**src/nfba_pkg.sv**
```systemverilog
// Shared constants, codes and control types of the next-fit block allocator.
package nfba_pkg;

  // Storage geometry
  localparam int NUM_BLOCKS = 8;
  localparam int SIZE_BITS  = 16;
  localparam int IDX_W      = $clog2(NUM_BLOCKS);
  localparam int CNT_W      = $clog2(NUM_BLOCKS + 1);

  // Fixed field widths of the channels
  localparam int CMD_W  = 2;
  localparam int BLK_W  = 3;
  localparam int STAT_W = 2;
  localparam int CFG_W  = 4;

  // Command codes
  localparam logic [CMD_W-1:0] CMD_ALLOC   = 2'd0;
  localparam logic [CMD_W-1:0] CMD_RELEASE = 2'd1;
  localparam logic [CMD_W-1:0] CMD_LOAD    = 2'd2;

  // Status codes
  localparam logic [STAT_W-1:0] ST_OK     = 2'd0;
  localparam logic [STAT_W-1:0] ST_NOFIT  = 2'd1;
  localparam logic [STAT_W-1:0] ST_BADIDX = 2'd2;
  localparam logic [STAT_W-1:0] ST_SAT    = 2'd3;

  // Reset value of the active block count
  localparam logic [CFG_W-1:0] ACTIVE_RESET = 4'd8;

  // Controller to datapath commands
  typedef struct packed {
    logic capture;
    logic do_exec;
    logic do_scan;
    logic load_out;
  } nfba_cmd_t;

  // Datapath to controller status
  typedef struct packed {
    logic is_alloc;
    logic fit;
    logic last;
    logic out_free;
  } nfba_sts_t;

endpackage

```
**src/nfba_ifs.sv**
```systemverilog
// Channel interfaces of the next-fit block allocator: input, result and configuration.
interface nfba_in_if;
  logic                             valid;
  logic                             ready;
  logic [nfba_pkg::CMD_W-1:0]       command;
  logic [nfba_pkg::BLK_W-1:0]       block;
  logic [nfba_pkg::SIZE_BITS-1:0]   amount;

  modport source (output valid, output command, output block, output amount, input ready);
  modport sink   (input valid, input command, input block, input amount, output ready);
endinterface

interface nfba_out_if;
  logic                             valid;
  logic                             ready;
  logic [nfba_pkg::STAT_W-1:0]      status;
  logic [nfba_pkg::BLK_W-1:0]       chosen_block;
  logic [nfba_pkg::SIZE_BITS-1:0]   space_left;

  modport source (output valid, output status, output chosen_block, output space_left,
                  input ready);
  modport sink   (input valid, input status, input chosen_block, input space_left,
                  output ready);
endinterface

interface nfba_cfg_if;
  logic                             valid;
  logic                             ready;
  logic [nfba_pkg::CFG_W-1:0]       active_blocks;

  modport source (output valid, output active_blocks, input ready);
  modport sink   (input valid, input active_blocks, output ready);
endinterface

```
**src/nfba_ctrl.sv**
```systemverilog
// Controller state machine of the next-fit block allocator.
module nfba_ctrl (
  input  logic                clk,
  input  logic                rst_n,
  input  logic                in_valid,
  output logic                in_ready,
  input  nfba_pkg::nfba_sts_t sts,
  output nfba_pkg::nfba_cmd_t cmd
);

  localparam logic [1:0] S_IDLE = 2'd0;
  localparam logic [1:0] S_RUN  = 2'd1;
  localparam logic [1:0] S_DONE = 2'd2;

  logic [1:0] state_r;
  logic [1:0] state_nxt;

  assign in_ready = (state_r == S_IDLE);

  // Sequence one item: take it, run it, hand the result to the output register
  always_comb begin
    state_nxt    = state_r;
    cmd.capture  = 1'b0;
    cmd.do_exec  = 1'b0;
    cmd.do_scan  = 1'b0;
    cmd.load_out = 1'b0;
    case (state_r)
      S_IDLE: begin
        if (in_valid) begin
          cmd.capture = 1'b1;
          state_nxt   = S_RUN;
        end
      end
      S_RUN: begin
        if (sts.is_alloc) begin
          cmd.do_scan = 1'b1;
          if (sts.fit || sts.last) begin
            state_nxt = S_DONE;
          end
        end else begin
          cmd.do_exec = 1'b1;
          state_nxt   = S_DONE;
        end
      end
      S_DONE: begin
        if (sts.out_free) begin
          cmd.load_out = 1'b1;
          state_nxt    = S_IDLE;
        end
      end
      default: begin
        state_nxt = S_IDLE;
      end
    endcase
  end

  always_ff @(posedge clk) begin
    if (!rst_n) begin
      state_r <= S_IDLE;
    end else begin
      state_r <= state_nxt;
    end
  end

endmodule

```
**src/nfba_datapath.sv**
```systemverilog
// Datapath of the next-fit block allocator: free-space table, scan pointer and result registers.
module nfba_datapath (
  input  logic                                clk,
  input  logic                                rst_n,
  input  nfba_pkg::nfba_cmd_t                 cmd,
  output nfba_pkg::nfba_sts_t                 sts,
  input  logic [nfba_pkg::CMD_W-1:0]          in_command,
  input  logic [nfba_pkg::BLK_W-1:0]          in_block,
  input  logic [nfba_pkg::SIZE_BITS-1:0]      in_amount,
  nfba_cfg_if.sink                            cfg_ch,
  nfba_out_if.source                          out_ch
);

  // Stored state
  logic [nfba_pkg::SIZE_BITS-1:0] free_space_r [nfba_pkg::NUM_BLOCKS];
  logic [nfba_pkg::IDX_W-1:0]     scan_pos_r, scan_pos_nxt;
  logic [nfba_pkg::CFG_W-1:0]     active_r;

  // Captured item and scan progress
  logic [nfba_pkg::CMD_W-1:0]     cmd_r;
  logic [nfba_pkg::BLK_W-1:0]     blk_r;
  logic [nfba_pkg::SIZE_BITS-1:0] amt_r;
  logic [nfba_pkg::CNT_W-1:0]     n_r;
  logic [nfba_pkg::IDX_W-1:0]     start_r;
  logic [nfba_pkg::IDX_W-1:0]     p_r, p_nxt;
  logic [nfba_pkg::CNT_W-1:0]     cnt_r, cnt_nxt;

  // Pending result and output register
  logic [nfba_pkg::STAT_W-1:0]    res_status_r, res_status_nxt;
  logic [nfba_pkg::BLK_W-1:0]     res_block_r, res_block_nxt;
  logic [nfba_pkg::SIZE_BITS-1:0] res_space_r, res_space_nxt;
  logic                           out_valid_r;
  logic [nfba_pkg::STAT_W-1:0]    out_status_r;
  logic [nfba_pkg::BLK_W-1:0]     out_block_r;
  logic [nfba_pkg::SIZE_BITS-1:0] out_space_r;

  // Combinational helpers
  logic [nfba_pkg::CNT_W-1:0]     eff_n;
  logic [nfba_pkg::IDX_W-1:0]     start_norm;
  logic [nfba_pkg::IDX_W-1:0]     rd_addr;
  logic [nfba_pkg::SIZE_BITS-1:0] rd_data;
  logic [nfba_pkg::SIZE_BITS:0]   sum;
  logic                           blk_bad;
  logic                           fit;
  logic                           last;
  logic [nfba_pkg::CNT_W-1:0]     p_inc;
  logic                           wr_en;
  logic [nfba_pkg::SIZE_BITS-1:0] wr_data;

  assign cfg_ch.ready = 1'b1;

  // Clamp the active count into 1 .. NUM_BLOCKS
  always_comb begin
    if (active_r == '0) begin
      eff_n = nfba_pkg::CNT_W'(1);
    end else if (active_r > nfba_pkg::CFG_W'(nfba_pkg::NUM_BLOCKS)) begin
      eff_n = nfba_pkg::CNT_W'(nfba_pkg::NUM_BLOCKS);
    end else begin
      eff_n = nfba_pkg::CNT_W'(active_r);
    end
  end

  // Restart from block 0 when the remembered position is stale
  assign start_norm = (nfba_pkg::CNT_W'(scan_pos_r) >= eff_n) ? '0 : scan_pos_r;

  // One table read a cycle: scan pointer while allocating, named block otherwise
  assign rd_addr = (cmd_r == nfba_pkg::CMD_ALLOC) ? p_r : nfba_pkg::IDX_W'(blk_r);
  assign rd_data = free_space_r[rd_addr];
  assign sum     = {1'b0, rd_data} + {1'b0, amt_r};
  assign blk_bad = (nfba_pkg::CNT_W'(blk_r) >= n_r);
  assign fit     = (rd_data >= amt_r);
  assign last    = (cnt_r == n_r - nfba_pkg::CNT_W'(1));
  assign p_inc   = nfba_pkg::CNT_W'(p_r) + nfba_pkg::CNT_W'(1);

  assign sts.is_alloc = (cmd_r == nfba_pkg::CMD_ALLOC);
  assign sts.fit      = fit;
  assign sts.last     = last;
  assign sts.out_free = !out_valid_r || out_ch.ready;

  // Execute one step of the current command
  always_comb begin
    wr_en          = 1'b0;
    wr_data        = rd_data;
    scan_pos_nxt   = scan_pos_r;
    p_nxt          = p_r;
    cnt_nxt        = cnt_r;
    res_status_nxt = res_status_r;
    res_block_nxt  = res_block_r;
    res_space_nxt  = res_space_r;

    if (cmd.do_exec) begin
      if ((cmd_r == nfba_pkg::CMD_RELEASE) || (cmd_r == nfba_pkg::CMD_LOAD)) begin
        res_block_nxt = blk_r;
        if (blk_bad) begin
          res_status_nxt = nfba_pkg::ST_BADIDX;
          res_space_nxt  = '0;
        end else if (cmd_r == nfba_pkg::CMD_RELEASE) begin
          wr_en          = 1'b1;
          wr_data        = sum[nfba_pkg::SIZE_BITS] ? '1 : sum[nfba_pkg::SIZE_BITS-1:0];
          res_status_nxt = sum[nfba_pkg::SIZE_BITS] ? nfba_pkg::ST_SAT : nfba_pkg::ST_OK;
          res_space_nxt  = wr_data;
        end else begin
          wr_en          = 1'b1;
          wr_data        = amt_r;
          res_status_nxt = nfba_pkg::ST_OK;
          res_space_nxt  = amt_r;
        end
      end else begin
        res_status_nxt = nfba_pkg::ST_OK;
        res_block_nxt  = '0;
        res_space_nxt  = '0;
      end
    end

    if (cmd.do_scan) begin
      if (fit) begin
        wr_en          = 1'b1;
        wr_data        = rd_data - amt_r;
        scan_pos_nxt   = p_r;
        res_status_nxt = nfba_pkg::ST_OK;
        res_block_nxt  = nfba_pkg::BLK_W'(p_r);
        res_space_nxt  = wr_data;
      end else if (last) begin
        scan_pos_nxt   = start_r;
        res_status_nxt = nfba_pkg::ST_NOFIT;
        res_block_nxt  = nfba_pkg::BLK_W'(start_r);
        res_space_nxt  = '0;
      end else begin
        p_nxt   = (p_inc == n_r) ? '0 : p_r + nfba_pkg::IDX_W'(1);
        cnt_nxt = cnt_r + nfba_pkg::CNT_W'(1);
      end
    end

    if (cmd.capture) begin
      p_nxt   = start_norm;
      cnt_nxt = '0;
    end
  end

  // Hold the free-space table, position and configuration
  always_ff @(posedge clk) begin
    if (!rst_n) begin
      for (int i = 0; i < nfba_pkg::NUM_BLOCKS; i++) begin
        free_space_r[i] <= '0;
      end
      scan_pos_r <= '0;
      active_r   <= nfba_pkg::ACTIVE_RESET;
    end else begin
      if (wr_en) begin
        free_space_r[rd_addr] <= wr_data;
      end
      scan_pos_r <= scan_pos_nxt;
      if (cfg_ch.valid) begin
        active_r <= cfg_ch.active_blocks;
      end
    end
  end

  // Capture the item and advance the scan
  always_ff @(posedge clk) begin
    if (cmd.capture) begin
      cmd_r   <= in_command;
      blk_r   <= in_block;
      amt_r   <= in_amount;
      n_r     <= eff_n;
      start_r <= start_norm;
    end
    p_r          <= p_nxt;
    cnt_r        <= cnt_nxt;
    res_status_r <= res_status_nxt;
    res_block_r  <= res_block_nxt;
    res_space_r  <= res_space_nxt;
  end

  // Output register: load a finished result, drop it on transfer
  always_ff @(posedge clk) begin
    if (!rst_n) begin
      out_valid_r <= 1'b0;
    end else if (cmd.load_out) begin
      out_valid_r <= 1'b1;
    end else if (out_ch.ready) begin
      out_valid_r <= 1'b0;
    end
  end

  always_ff @(posedge clk) begin
    if (cmd.load_out) begin
      out_status_r <= res_status_r;
      out_block_r  <= res_block_r;
      out_space_r  <= res_space_r;
    end
  end

  assign out_ch.valid        = out_valid_r;
  assign out_ch.status       = out_status_r;
  assign out_ch.chosen_block = out_block_r;
  assign out_ch.space_left   = out_space_r;

  // The scan never runs past the last active block
  a_scan_bounded: assert property (@(posedge clk) disable iff (!rst_n)
    cmd.do_scan |-> (cnt_r < n_r) && (nfba_pkg::CNT_W'(p_r) < n_r))
    else $error("scan ran past active blocks");

  // A fit leaves the remembered position on the chosen block
  a_fit_moves_pos: assert property (@(posedge clk) disable iff (!rst_n)
    (cmd.do_scan && fit) |=> (scan_pos_r == $past(p_r)))
    else $error("scan position not updated on fit");

  // A captured active count is always usable
  a_n_valid: assert property (@(posedge clk) disable iff (!rst_n)
    $past(cmd.capture) |-> (n_r != '0) && (n_r <= nfba_pkg::NUM_BLOCKS))
    else $error("captured active count out of range");

  // A failed allocation reports no space and the start block
  a_nofit_result: assert property (@(posedge clk) disable iff (!rst_n)
    (cmd.do_scan && !fit && last) |=>
      (res_space_r == '0) && (res_block_r == nfba_pkg::BLK_W'($past(start_r))))
    else $error("bad no-fit result");

endmodule

```
**src/next_fit_block_allocator_core.sv**
```systemverilog
// Top level of the next-fit block allocator: controller plus datapath.
//
//   channel  dir  handshake     payload
//   in_ch    in   valid/ready   command[1:0], block[2:0], amount[15:0]
//   out_ch   out  valid/ready   status[1:0], chosen_block[2:0], space_left[15:0]
//   cfg_ch   in   valid/ready   active_blocks[3:0] (ready always high)
//
// Release, load and unused commands are captured in S_IDLE, executed in S_RUN and
// moved to the output register in S_DONE, which waits until that register is free.
// An allocate examines one block a cycle through the single table read port in
// S_RUN, until a block fits or the last active block has been examined; it then
// passes through S_DONE in the same way.
// One item is in flight at a time; the output register lets the next item
// transfer in while a result still waits on out_ch.
// Reset (rst_n low, synchronous) clears the table, the scan position and the
// output valid, and sets the active count to 8.
module next_fit_block_allocator_core (
  input  logic       clk,
  input  logic       rst_n,
  nfba_in_if.sink    in_ch,
  nfba_out_if.source out_ch,
  nfba_cfg_if.sink   cfg_ch
);

  nfba_pkg::nfba_cmd_t cmd;
  nfba_pkg::nfba_sts_t sts;

  nfba_ctrl u_ctrl (
    .clk      (clk),
    .rst_n    (rst_n),
    .in_valid (in_ch.valid),
    .in_ready (in_ch.ready),
    .sts      (sts),
    .cmd      (cmd)
  );

  nfba_datapath u_datapath (
    .clk        (clk),
    .rst_n      (rst_n),
    .cmd        (cmd),
    .sts        (sts),
    .in_command (in_ch.command),
    .in_block   (in_ch.block),
    .in_amount  (in_ch.amount),
    .cfg_ch     (cfg_ch),
    .out_ch     (out_ch)
  );

endmodule

```
**src/flat_wrapper.sv**
```systemverilog
// flat-port wrapper written by rule: the top's interface ports become plain ports
module next_fit_block_allocator_core_flat 
  (clk, rst_n, in_ch_valid, in_ch_command, in_ch_block, in_ch_amount, in_ch_ready, out_ch_valid, out_ch_status, out_ch_chosen_block, out_ch_space_left, out_ch_ready, cfg_ch_valid, cfg_ch_active_blocks, cfg_ch_ready);
  nfba_in_if in_ch_i ();
  nfba_out_if out_ch_i ();
  nfba_cfg_if cfg_ch_i ();
  input  logic clk;
  input  logic rst_n;
  input wire logic [$bits(in_ch_i.valid)-1:0] in_ch_valid;
  input wire logic [$bits(in_ch_i.command)-1:0] in_ch_command;
  input wire logic [$bits(in_ch_i.block)-1:0] in_ch_block;
  input wire logic [$bits(in_ch_i.amount)-1:0] in_ch_amount;
  output wire logic [$bits(in_ch_i.ready)-1:0] in_ch_ready;
  output wire logic [$bits(out_ch_i.valid)-1:0] out_ch_valid;
  output wire logic [$bits(out_ch_i.status)-1:0] out_ch_status;
  output wire logic [$bits(out_ch_i.chosen_block)-1:0] out_ch_chosen_block;
  output wire logic [$bits(out_ch_i.space_left)-1:0] out_ch_space_left;
  input wire logic [$bits(out_ch_i.ready)-1:0] out_ch_ready;
  input wire logic [$bits(cfg_ch_i.valid)-1:0] cfg_ch_valid;
  input wire logic [$bits(cfg_ch_i.active_blocks)-1:0] cfg_ch_active_blocks;
  output wire logic [$bits(cfg_ch_i.ready)-1:0] cfg_ch_ready;
  assign in_ch_i.valid = in_ch_valid;
  assign in_ch_i.command = in_ch_command;
  assign in_ch_i.block = in_ch_block;
  assign in_ch_i.amount = in_ch_amount;
  assign in_ch_ready = in_ch_i.ready;
  assign out_ch_valid = out_ch_i.valid;
  assign out_ch_status = out_ch_i.status;
  assign out_ch_chosen_block = out_ch_i.chosen_block;
  assign out_ch_space_left = out_ch_i.space_left;
  assign out_ch_i.ready = out_ch_ready;
  assign cfg_ch_i.valid = cfg_ch_valid;
  assign cfg_ch_i.active_blocks = cfg_ch_active_blocks;
  assign cfg_ch_ready = cfg_ch_i.ready;
  next_fit_block_allocator_core u_core (.clk(clk), .rst_n(rst_n), .in_ch(in_ch_i), .out_ch(out_ch_i), .cfg_ch(cfg_ch_i));
endmodule
```
**config.mk**
```make
export PLATFORM = sky130hd
export DESIGN_NAME = next_fit_block_allocator_core_flat
export DESIGN_NICKNAME = d
export VERILOG_FILES = /design/src/nfba_pkg.sv /design/src/nfba_ifs.sv /design/src/nfba_ctrl.sv /design/src/nfba_datapath.sv /design/src/next_fit_block_allocator_core.sv /design/src/flat_wrapper.sv
export SDC_FILE = /design/constraint.sdc
export NUM_CORES = 1
export LEC_CHECK = 0
export ABC_AREA = 1
export BUFFER_PORTS_ARGS = -buffer_cell sky130_fd_sc_hd__buf_2
export CAP_MARGIN = 40
export CORE_UTILIZATION = 49
export DETAILED_ROUTE_END_ITERATION = 8
export PLACE_DENSITY = 0.77
export REMOVE_ABC_BUFFERS = 1
export SETUP_SLACK_MARGIN = 0.3
export SLEW_MARGIN = 20
export SYNTH_ARGS = -nofsm -noshare
export SYNTH_HDL_FRONTEND = slang
export SYNTH_SLANG_ARGS = --single-unit
```
**constraint.sdc**
```tcl
create_clock -name clk -period 5.7 [get_ports clk]
set_input_delay 1.425 -clock clk [delete_from_list [all_inputs] [get_ports clk]]
set_output_delay 1.425 -clock clk [all_outputs]
set_load 0.02 [all_outputs]
```
* Word level (Yosys, flattened, before mapping) *
Memory sizes are Yosys's and may differ from the RTL's.
Cells that the tools add are included.

operators by class
  $add $sub $neg = 6
  $lt $le $gt $ge = 4
  equal/unequal tests = 11
  multiplexer cells = 63
  bitwise gates (word level) = 2
  reductions and logical operators = 15

operator list
  operator                                               number
  2-to-1 mux 16 bit                                      14
  2-to-1 mux 3 bit                                       15
  2-to-1 mux 2 bit                                       13
  2-to-1 mux 1 bit                                       18
  adder 16 x 16 -> 17 bit                                1
  greater-or-equal comparator 16 bit                     1
  OR reduction 16 bit                                    1
  subtractor 16 bit                                      1
  AND reduction 3 bit                                    3
  equality test 4 bit                                    2
  greater-or-equal comparator 3 x 4 -> 1 bit             2
  2-to-1 mux 4 bit                                       2
  inequality test 2 x 1 -> 1 bit, second input constant  3
  case mux 2 bit (3 select lines)                        1
  nonzero test 2 bit                                     3
  adder 3 x 1 -> 4 bit, second input constant            1
  adder 4 x 1 -> 4 bit, second input constant            1
  equality test 2 x 1 -> 1 bit, second input constant    2
  equality test 2 bit, second input constant             2
  greater-than comparator 4 bit, second input constant   1
  logical NOT 2 bit                                      2
  logical NOT 4 bit                                      1
  subtractor 4 x 1 -> 4 bit, second input constant       1
  adder 3 x 1 -> 3 bit, second input constant            1
  6 further kinds                                        9

word-level totals
  bits in registers = 87
  RAM bits = 128
  output and inout bits = 24
  word-level logic and storage cells = 119
  memories = 1

memory list
  name                            depth  width  read ports  clocked after Yosys merged registers in  wr ports  RTL line             text
  u_core.u_datapath.free_space_r  8      16     1           0                                        8         nfba_datapath.sv:15  logic [nfba_pkg::SIZE_BITS-1:0] free_space_r [nfba_pkg::NUM_BLOCKS];

* Longest topological paths before layout *
Gate-level depths: netlist of the first run.
An unclocked memory read counts as a cell.

  depth in word-level cells = 12
  gate-level depth with buffers = 30

* By module *
Synthesis of the first run repeated with hierarchy kept, for this count alone.

second synthesis, totals
  cells, all modules = 1535
  area total of the unflattened synthesis = 12371.9 um^2

modules (own cells, without submodules)
  module         times used  cells an instance  area an instance (um^2)  seq. area each (um^2)
  nfba_datapath  1           1511               12234.2                  6065.8
  nfba_ctrl      1           24                 137.6                    40.0

* Least setup slack after synthesis of the first run *
Ideal clock, no wire load.

  path type = reg-to-reg
  from = reg u_core.u_datapath.cmd_r[0] in the netlist's numbering
  to = mem u_core.u_datapath.free_space_r[6][0] in the netlist's numbering (enable)
  library setup time = 0.363 ns
  arrival = 3.600 ns
  slack = 1.737 ns
  cell stages (with the launch flop) = 25
  buffers on the path = 2
  period minus slack after synthesis = 3.963 ns
  cells stage by stage = edfxtp_1 -> inv_1 -> ha_1 -> buf_6 -> o21ai_2 -> buf_4 -> nand3_1 -> o22ai_1 -> nor2_1 -> nand2_1 -> ha_1 -> inv_1 -> fa_1 -> nand2_1 -> nand2_1 -> nand3_1 -> nand2_1 -> nand2_1 -> nand3_2 -> nand2_4 -> nand2_8 -> nand2_8 -> nor2_8 -> inv_4 -> nand2_1

RTL lines
  element                 RTL line              text
  from (decl)             nfba_datapath.sv:20   logic [nfba_pkg::CMD_W-1:0] cmd_r;
  from (signal assigned)  nfba_datapath.sv:162  cmd_r <= in_command;
  to (decl)               nfba_datapath.sv:15

==> results of run 1 <==
[worst max-delay path: stages, from the launching register on]
cell and delay (ns):
edfxtp_1 0.39, inv_1 0.07, ha_2 0.29, nand2_1 0.12
nand2_4 0.36, buf_12 0.27, nand2_1 0.07, o21ai_0 0.08
nand2_1 0.06, nand2_1 0.06, nand2_1 0.06, nand2_1 0.14
inv_1 0.09, ha_1 0.47, inv_1 0.13, a21oi_1 0.25
nand2_1 0.11, a21oi_1 0.26, nand2_2 0.14, nor2_4 0.30
buf_4 0.25, nand3_2 0.10, nand2_2 0.10, nand3_2 0.24
nand2_1 0.14, inv_1 0.08
[per-stage QoR]
step	area (sq um)	setup slack, ns
3_3_place_gp	13100	0.434
4_1_cts	14000	0.482
3_5_place_dp	13100	0.315
2_1_floorplan	12300	0.711
6_report	14000	0.771
5_1_grt	14000	0.315
[report_power, final]
part / internal, mW / leakage, nW / switching [mW] / total, mW
logic: 0.460 / 4.69 / 1.09 / 1.55
registers: 1.87 / 2.11 / 0.0766 / 1.95
clock network: 0.981 / 0.407 / 0.645 / 1.63
total: 3.31 / 7.20 / 1.81 / 5.12
[cells in the mapped netlist]
cell type	count	area share, %
nor2_8	8	1.3
dfxtp_1	35	5.6
inv_1	258	7.7
o21bai_1	5	0.30
or2_1	1	0.050
inv_2	11	0.33
a22oi_1	1	0.060
nand2_2	10	0.50
a21oi_2	1	0.070
and2_1	3	0.15
o21ai_2	1	0.070
o21a_1	2	0.12
nor2_2	4	0.20
nor2_4	5	0.45
nand3_2	17	1.4
nor2_1	168	5.0
nor3_1	8	0.32
o22ai_1	7	0.35
o21ai_0	74	2.9
fa_1	2	0.32
edfxtp_1	180	43
nand4_1	13	0.65
inv_4	8	0.40
conb_1	1	0.030
a21oi_1	51	2.0
nand2_1	522	16
clkbuf_1	14	0.42
ha_1	43	4.3
nand2_8	2	0.32
and3_1	1	0.050
buf_4	9	0.54
xnor2_1	5	0.35
or2_2	1	0.050
nor3_2	1	0.079
buf_2	19	0.75
nand4_2	1	0.099
o21ai_4	1	0.13
nand2_4	1	0.089
buf_6	4	0.36
nand3_1	55	2.2
xor2_1	20	1.4
o21ai_1	7	0.28
[worst paths after layout]
check | from | end | slack (ns)
worst max-delay path | u_core.u_datapath.cmd_r[0] | u_core.u_datapath.free_space_r[5][11] | 0.77
worst min-delay path | u_core.u_datapath.res_space_r[9] | u_core.u_datapath.out_ch.space_left[9] | 0.43
worst max register to register | u_core.u_datapath.cmd_r[0] | u_core.u_datapath.free_space_r[5][11] | 0.77
worst min register to register | u_core.u_datapath.res_space_r[9] | u_core.u_datapath.out_ch.space_left[9] | 0.43
[logic make-up (layout without fill, tap and decap cells)]
logic type      count (synthesis)  in the layout  synth area share (%)
compound gates                150            150                  6.34
xor+xnor                       25             25                  1.74
fa+ha+maj                      45             45                  4.59
buf+inv                       323            389                  10.5
flops                         215            215                  48.5
other cells                     1              1                0.0298
simple gates                  821            821                  28.4
[sequential cells by signal (all words and copies together), names as in the netlist]
name	count
u_core.u_ctrl.state_r	2
u_core.u_datapath.active_r	4
u_core.u_datapath.amt_r	16
u_core.u_datapath.blk_r	3
u_core.u_datapath.cmd_r	2
u_core.u_datapath.cnt_r	4
u_core.u_datapath.free_space_r	128
u_core.u_datapath.n_r	4
u_core.u_datapath.out_ch.chosen_block	3
u_core.u_datapath.out_ch.space_left	16
u_core.u_datapath.out_ch.status	2
u_core.u_datapath.out_ch.valid	1
u_core.u_datapath.p_r	3
u_core.u_datapath.res_block_r	3
u_core.u_datapath.res_space_r	16
u_core.u_datapath.res_status_r	2
u_core.u_datapath.scan_pos_r	3
u_core.u_datapath.start_r	3
[metal layers]
metal	wire, um	share of wire (%)	vias to the layer above
li1	-	-	5040
met1	13600	43	4695
met2	15000	47	385
met3	2230	7.0	84
met4	1180	3.7	0
met5	0	0	-
[cells in the final DEF (no fill, tap or decap), types with 11 or more instances in the layout]
cell and count:
a21oi_1 51, buf_2 52, buf_4 15, clkbuf_16 25, dfxtp_1 35, edfxtp_1 180, ha_1 42, inv_1 258
inv_2 11, nand2_1 514, nand2_2 17, nand3_1 55, nand3_2 17, nand4_1 13, nor2_1 167, o21ai_0 74
xor2_1 20
[final cells by class]
type,instances,area share (%)
tap,330,2.95
multi-input combinational,1042,37.1
timing repair buffer,68,2.80
clock inverter,12,1.10
inverter,277,7.57
sequential,215,43.6
clock buffer,32,4.87
[what timing repair did]
action | in CTS | in global routing
gates cloned | 0 | 0
setup endpoints to repair | 121 | 236
gates resized for setup | 8 | 2
==> flow_summary.yaml, run 1 <==
run_status:
  outcome: "complete, no violations"
critical_path:
  end_kind: "flop"
  start_kind: "flop"
  path_max_fanout: 52
  crit_type: "flop to flop"
  required_ns: 5.97
  arrival_ns: 5.20
  r2r_cells: 25
pwr:
  p_leak_nw: 7.20
  peakVddDrop_v: 0.000212
  power.total_mw: 5.12
  p_per_area_nw_per_um2: 366
synth:
  netlist_area_sq_um: 12600
  syn_inst: 1580
  synth.distinct_cells: 42
  yosysSeqAreaShare_pct: 48.5
  yosys_warnings: 0
  synth_area_per_cell_sq_um: 7.97
  ys_ff_latch: 215
place:
  dp.cells: 1932
  io_buffer_count: 52
  gp_congestion: 0.955
  dp_hpwl_mm: 23.2
route:
  postRouteAntennaNets: 0
  drc: 0
  routed-via-count: 10200
  wl_mm: 32.0
  first_iter_violations: 939
  first_pass_iters: 6
  post_drt_wl_per_cell_um: 16.2
  vias_per_cell: 5.16
layout:
  nNetsFinal: 1703
  areaGrowthSynthToFinish_pct: 11.2
  antenna_cells: 0
  drive_gt1_share_pct: 11.4
  nFillCells: 2164
  seq_area_sq_um: 6110
  multi_input_area_sq_um: 5200
  finalNonFillerCells: 1976
  finalCoreUtilization_pct: 55.6
clock_tree:
  holdBufCountCts: 0
  numCtsBuffers: 24
  clkLatencyLatePin_ns: 0.54
  clockBufferDepth: 3
  htreeDepth: 1
  clockRootBuffer: "clkbuf_16"
  cts_setup_buffers: 0
  cts_tree: "done"
  cts.clk_slew.worst_paths_ns: 0.06
  cts_sinks: 215
die:
  pin_count: 54
  die_w_um: 162
  rows: 58
  core_sq_um: 25200
  start_util_pct: 50.0
  die_area_sq_um: 26400
  die_h_um: 162
global_routing:
  grtUsageMet1_pct: 32.2
  grt_max_degree: 53
  grt_overflow: 0
  use_met3_pct: 3.39
  busiest_layer: "met2"
  grt_pass1_wl_mm: 50.6
  antenna_found_initial: 0
  track_usage_pct: 24.8
  grt_pass1_vias: 9646
  met2_usage_pct: 41.7
sta:
  skew_ns: 0.0235
  fin_hold_ws_ns: 0.429
  min_period_over_period_pct: 86.5
  maxSlewViolCount: 0
  min_period_ns: 4.93
  final-hold-violation-count: 0
  fmax_mhz: 203
  slew-limit-headroom_pct: 43.3
  worst-slew-pin-transition_ns: 0.849
  fin_tns_setup_ns: 0
  rsz0062_at_grt: "no"
  setup_violations: 0
hold_path:
  hold_path_depth: 0
  hold_path_class: "flop to flop"
job:
  max_cap_viol_count: 0
No activity file was read; power rests on OpenSTA's default activity.
==> run 2, diff against run 1 <==
- CELL_PAD_IN_SITES_DETAIL_PLACEMENT: unset -> 0
- CELL_PAD_IN_SITES_GLOBAL_PLACEMENT: unset -> 1
- CORE_UTILIZATION: 49 -> 47
- PLACE_DENSITY: 0.77 -> 0.91
- TNS_END_PERCENT: unset -> 10
==> flow_summary.yaml, run 2 (synthesis gave the netlist of run 1 again) <==
job:
  max_cap_viol_count: 0
layout:
  nNetsFinal: 1713
  finalNonFillerCells: 1991
  drive_gt1_share_pct: 11.8
  antenna_cells: 0
  largest_reg_flops: 128
  final_cell_mix: "nand2_1, inv_1, edfxtp_1"
  fin_area_sq_um: 14100
  largest_register: "u_core.u_datapath.free_space_r"
  areaGrowthSynthToFinish_pct: 11.9
  final_common_cell: "nand2_1"
route:
  first_pass_iters: 7
  vias_per_cell: 5.08
  first_iter_violations: 964
  postRouteAntennaNets: 0
  routed-via-count: 10100
  post_drt_wl_per_cell_um: 16.5
  wl_mm: 32.8
  drc: 9
sta:
  slew-limit-headroom_pct: 53.1
  fin_hold_ws_ns: 0.431
  fin_tns_setup_ns: 0
  rsz0062_at_grt: "no"
  setup_violations: 0
  min_period_ns: 4.95
  final-hold-violation-count: 0
  maxSlewViolCount: 0
  skew_ns: 0.0299
  fmax_mhz: 202
  min_period_over_period_pct: 86.8
  worst-slew-pin-transition_ns: 0.702
global_routing:
  grt_pass1_wl_mm: 51.5
  grt_max_degree: 34
  grt_overflow: 0
  grt_pass1_vias: 9499
  antenna_found_initial: 0
  track_usage_pct: 24.1
clock_tree:
  clockRootBuffer: "clkbuf_16"
  cts_tree: "done"
  cts_sinks: 215
  clockBufferDepth: 3
  htreeDepth: 1
  numCtsBuffers: 24
  clkLatencyLatePin_ns: 0.54
  cts.clk_slew.worst_paths_ns: 0.06
run_status:
  outcome: "complete, but fails checks"
  violations: "DRC"
die:
  pin_count: 54
  die_area_sq_um: 27500
  core_sq_um: 26200
  die_w_um: 166
  die_h_um: 166
  start_util_pct: 48.1
  rows: 59
place:
  dp.cells: 1943
  io_buffer_count: 52
  dp_hpwl_mm: 23.9
  gp_congestion: 0.958
  dpl_cell_area_sq_um: 13200
pwr:
  p_per_area_nw_per_um2: 366
  p_int_mw: 3.33
  p_leak_nw: 7.24
  clkPwrFrac_pct: 31.6
  peakVddDrop_v: 0.000227
  p_sw_share_pct: 35.3
  p_comb_share_pct: 30.4
  pwr-share-seq_pct: 37.9
  power_switching_mw: 1.82
critical_path:
  crit_type: "flop to flop"
  required_ns: 5.92
  end_kind: "flop"
  arrival_ns: 5.17
  start_kind: "flop"
  path_max_fanout: 18
hold_path:
  hold_path_class: "flop to flop"
[run 2: power groups by stage]
stage | Sequential [mW] | Clock (mW) | Combinational [mW]
after floorplan | 1.98 | 0 | 1.06
after global placement | 1.98 | 0 | 1.53
after detailed placement | 1.98 | 0 | 1.53
after CTS | 1.95 | 1.64 | 1.54
after global routing | 1.97 | 1.71 | 1.75
final | 1.95 | 1.63 | 1.57
[run 2: critical path: stages, from the launching register on]
cell and delay (ns):
edfxtp_1 0.40, inv_1 0.08, ha_2 0.29, nand2_1 0.13, o21ai_4 0.20, inv_2 0.26
nand3_2 0.21, o22ai_1 0.10, nor2_1 0.17, nand2_1 0.15, ha_1 0.26, inv_1 0.13
fa_1 0.23, nand2_1 0.06, nand2_1 0.14, nand3_1 0.09, nand2_1 0.17, nand2_1 0.09
nand3_2 0.10, nand2_4 0.17, nand2_8 0.16, nand2_8 0.17, nor2_8 0.24, inv_4 0.08
nand2_1 0.27, buf_4 0.26
[run 2: final timing paths]
check | to | startpoint | cells past startpoint | slack [ns]
worst min register to register | u_core.u_datapath.out_ch.space_left[13] | u_core.u_datapath.res_space_r[13] | 0 | 0.43
worst min-delay path | u_core.u_datapath.out_ch.space_left[13] | u_core.u_datapath.res_space_r[13] | 0 | 0.43
worst max register to register | u_core.u_datapath.free_space_r[2][13] | u_core.u_datapath.cmd_r[0] | 25 | 0.75
worst max-delay path | u_core.u_datapath.free_space_r[2][13] | u_core.u_datapath.cmd_r[0] | 25 | 0.75
[run 2: through the flow]
stage | utilization [%] | power, mW | setup slack [ns]
2_1_floorplan | - | 3.04 | 0.711
3_3_place_gp | 50.3 | 3.51 | 0.474
3_5_place_dp | 50.4 | 3.51 | 0.441
4_1_cts | 53.5 | 5.14 | 0.398
5_1_grt | 53.8 | 5.44 | 0.371
6_report | 53.8 | 5.15 | 0.750
[run 2: what timing repair did]
action	in CTS	in global routing
resized for setup	0	9
setup buffers	0	4
endpoints found under the setup margin	0	231
hold buffers	0	0
[run 2: routing by layer]
| metal | wire (um) | track usage, % | vias up |
|---|---|---|---|
| li1 | - | - | 5070 |
| met1 | 14900 | 33.2 | 4654 |
| met2 | 15200 | 39.9 | 338 |
| met3 | 2140 | 3.44 | 54 |
| met4 | 602 | 6.01 | 0 |
| met5 | 0 | 0 | - |
[run 2: final cells by class]
cell class | instances | area, sq um
clock buffer | 30 | 644
clock inverter | 14 | 179
fill | 2403 | 12100
inverter | 277 | 1060
multi-input combinational | 1042 | 5200
sequential | 215 | 6110
tap | 335 | 419
timing repair buffer | 78 | 488
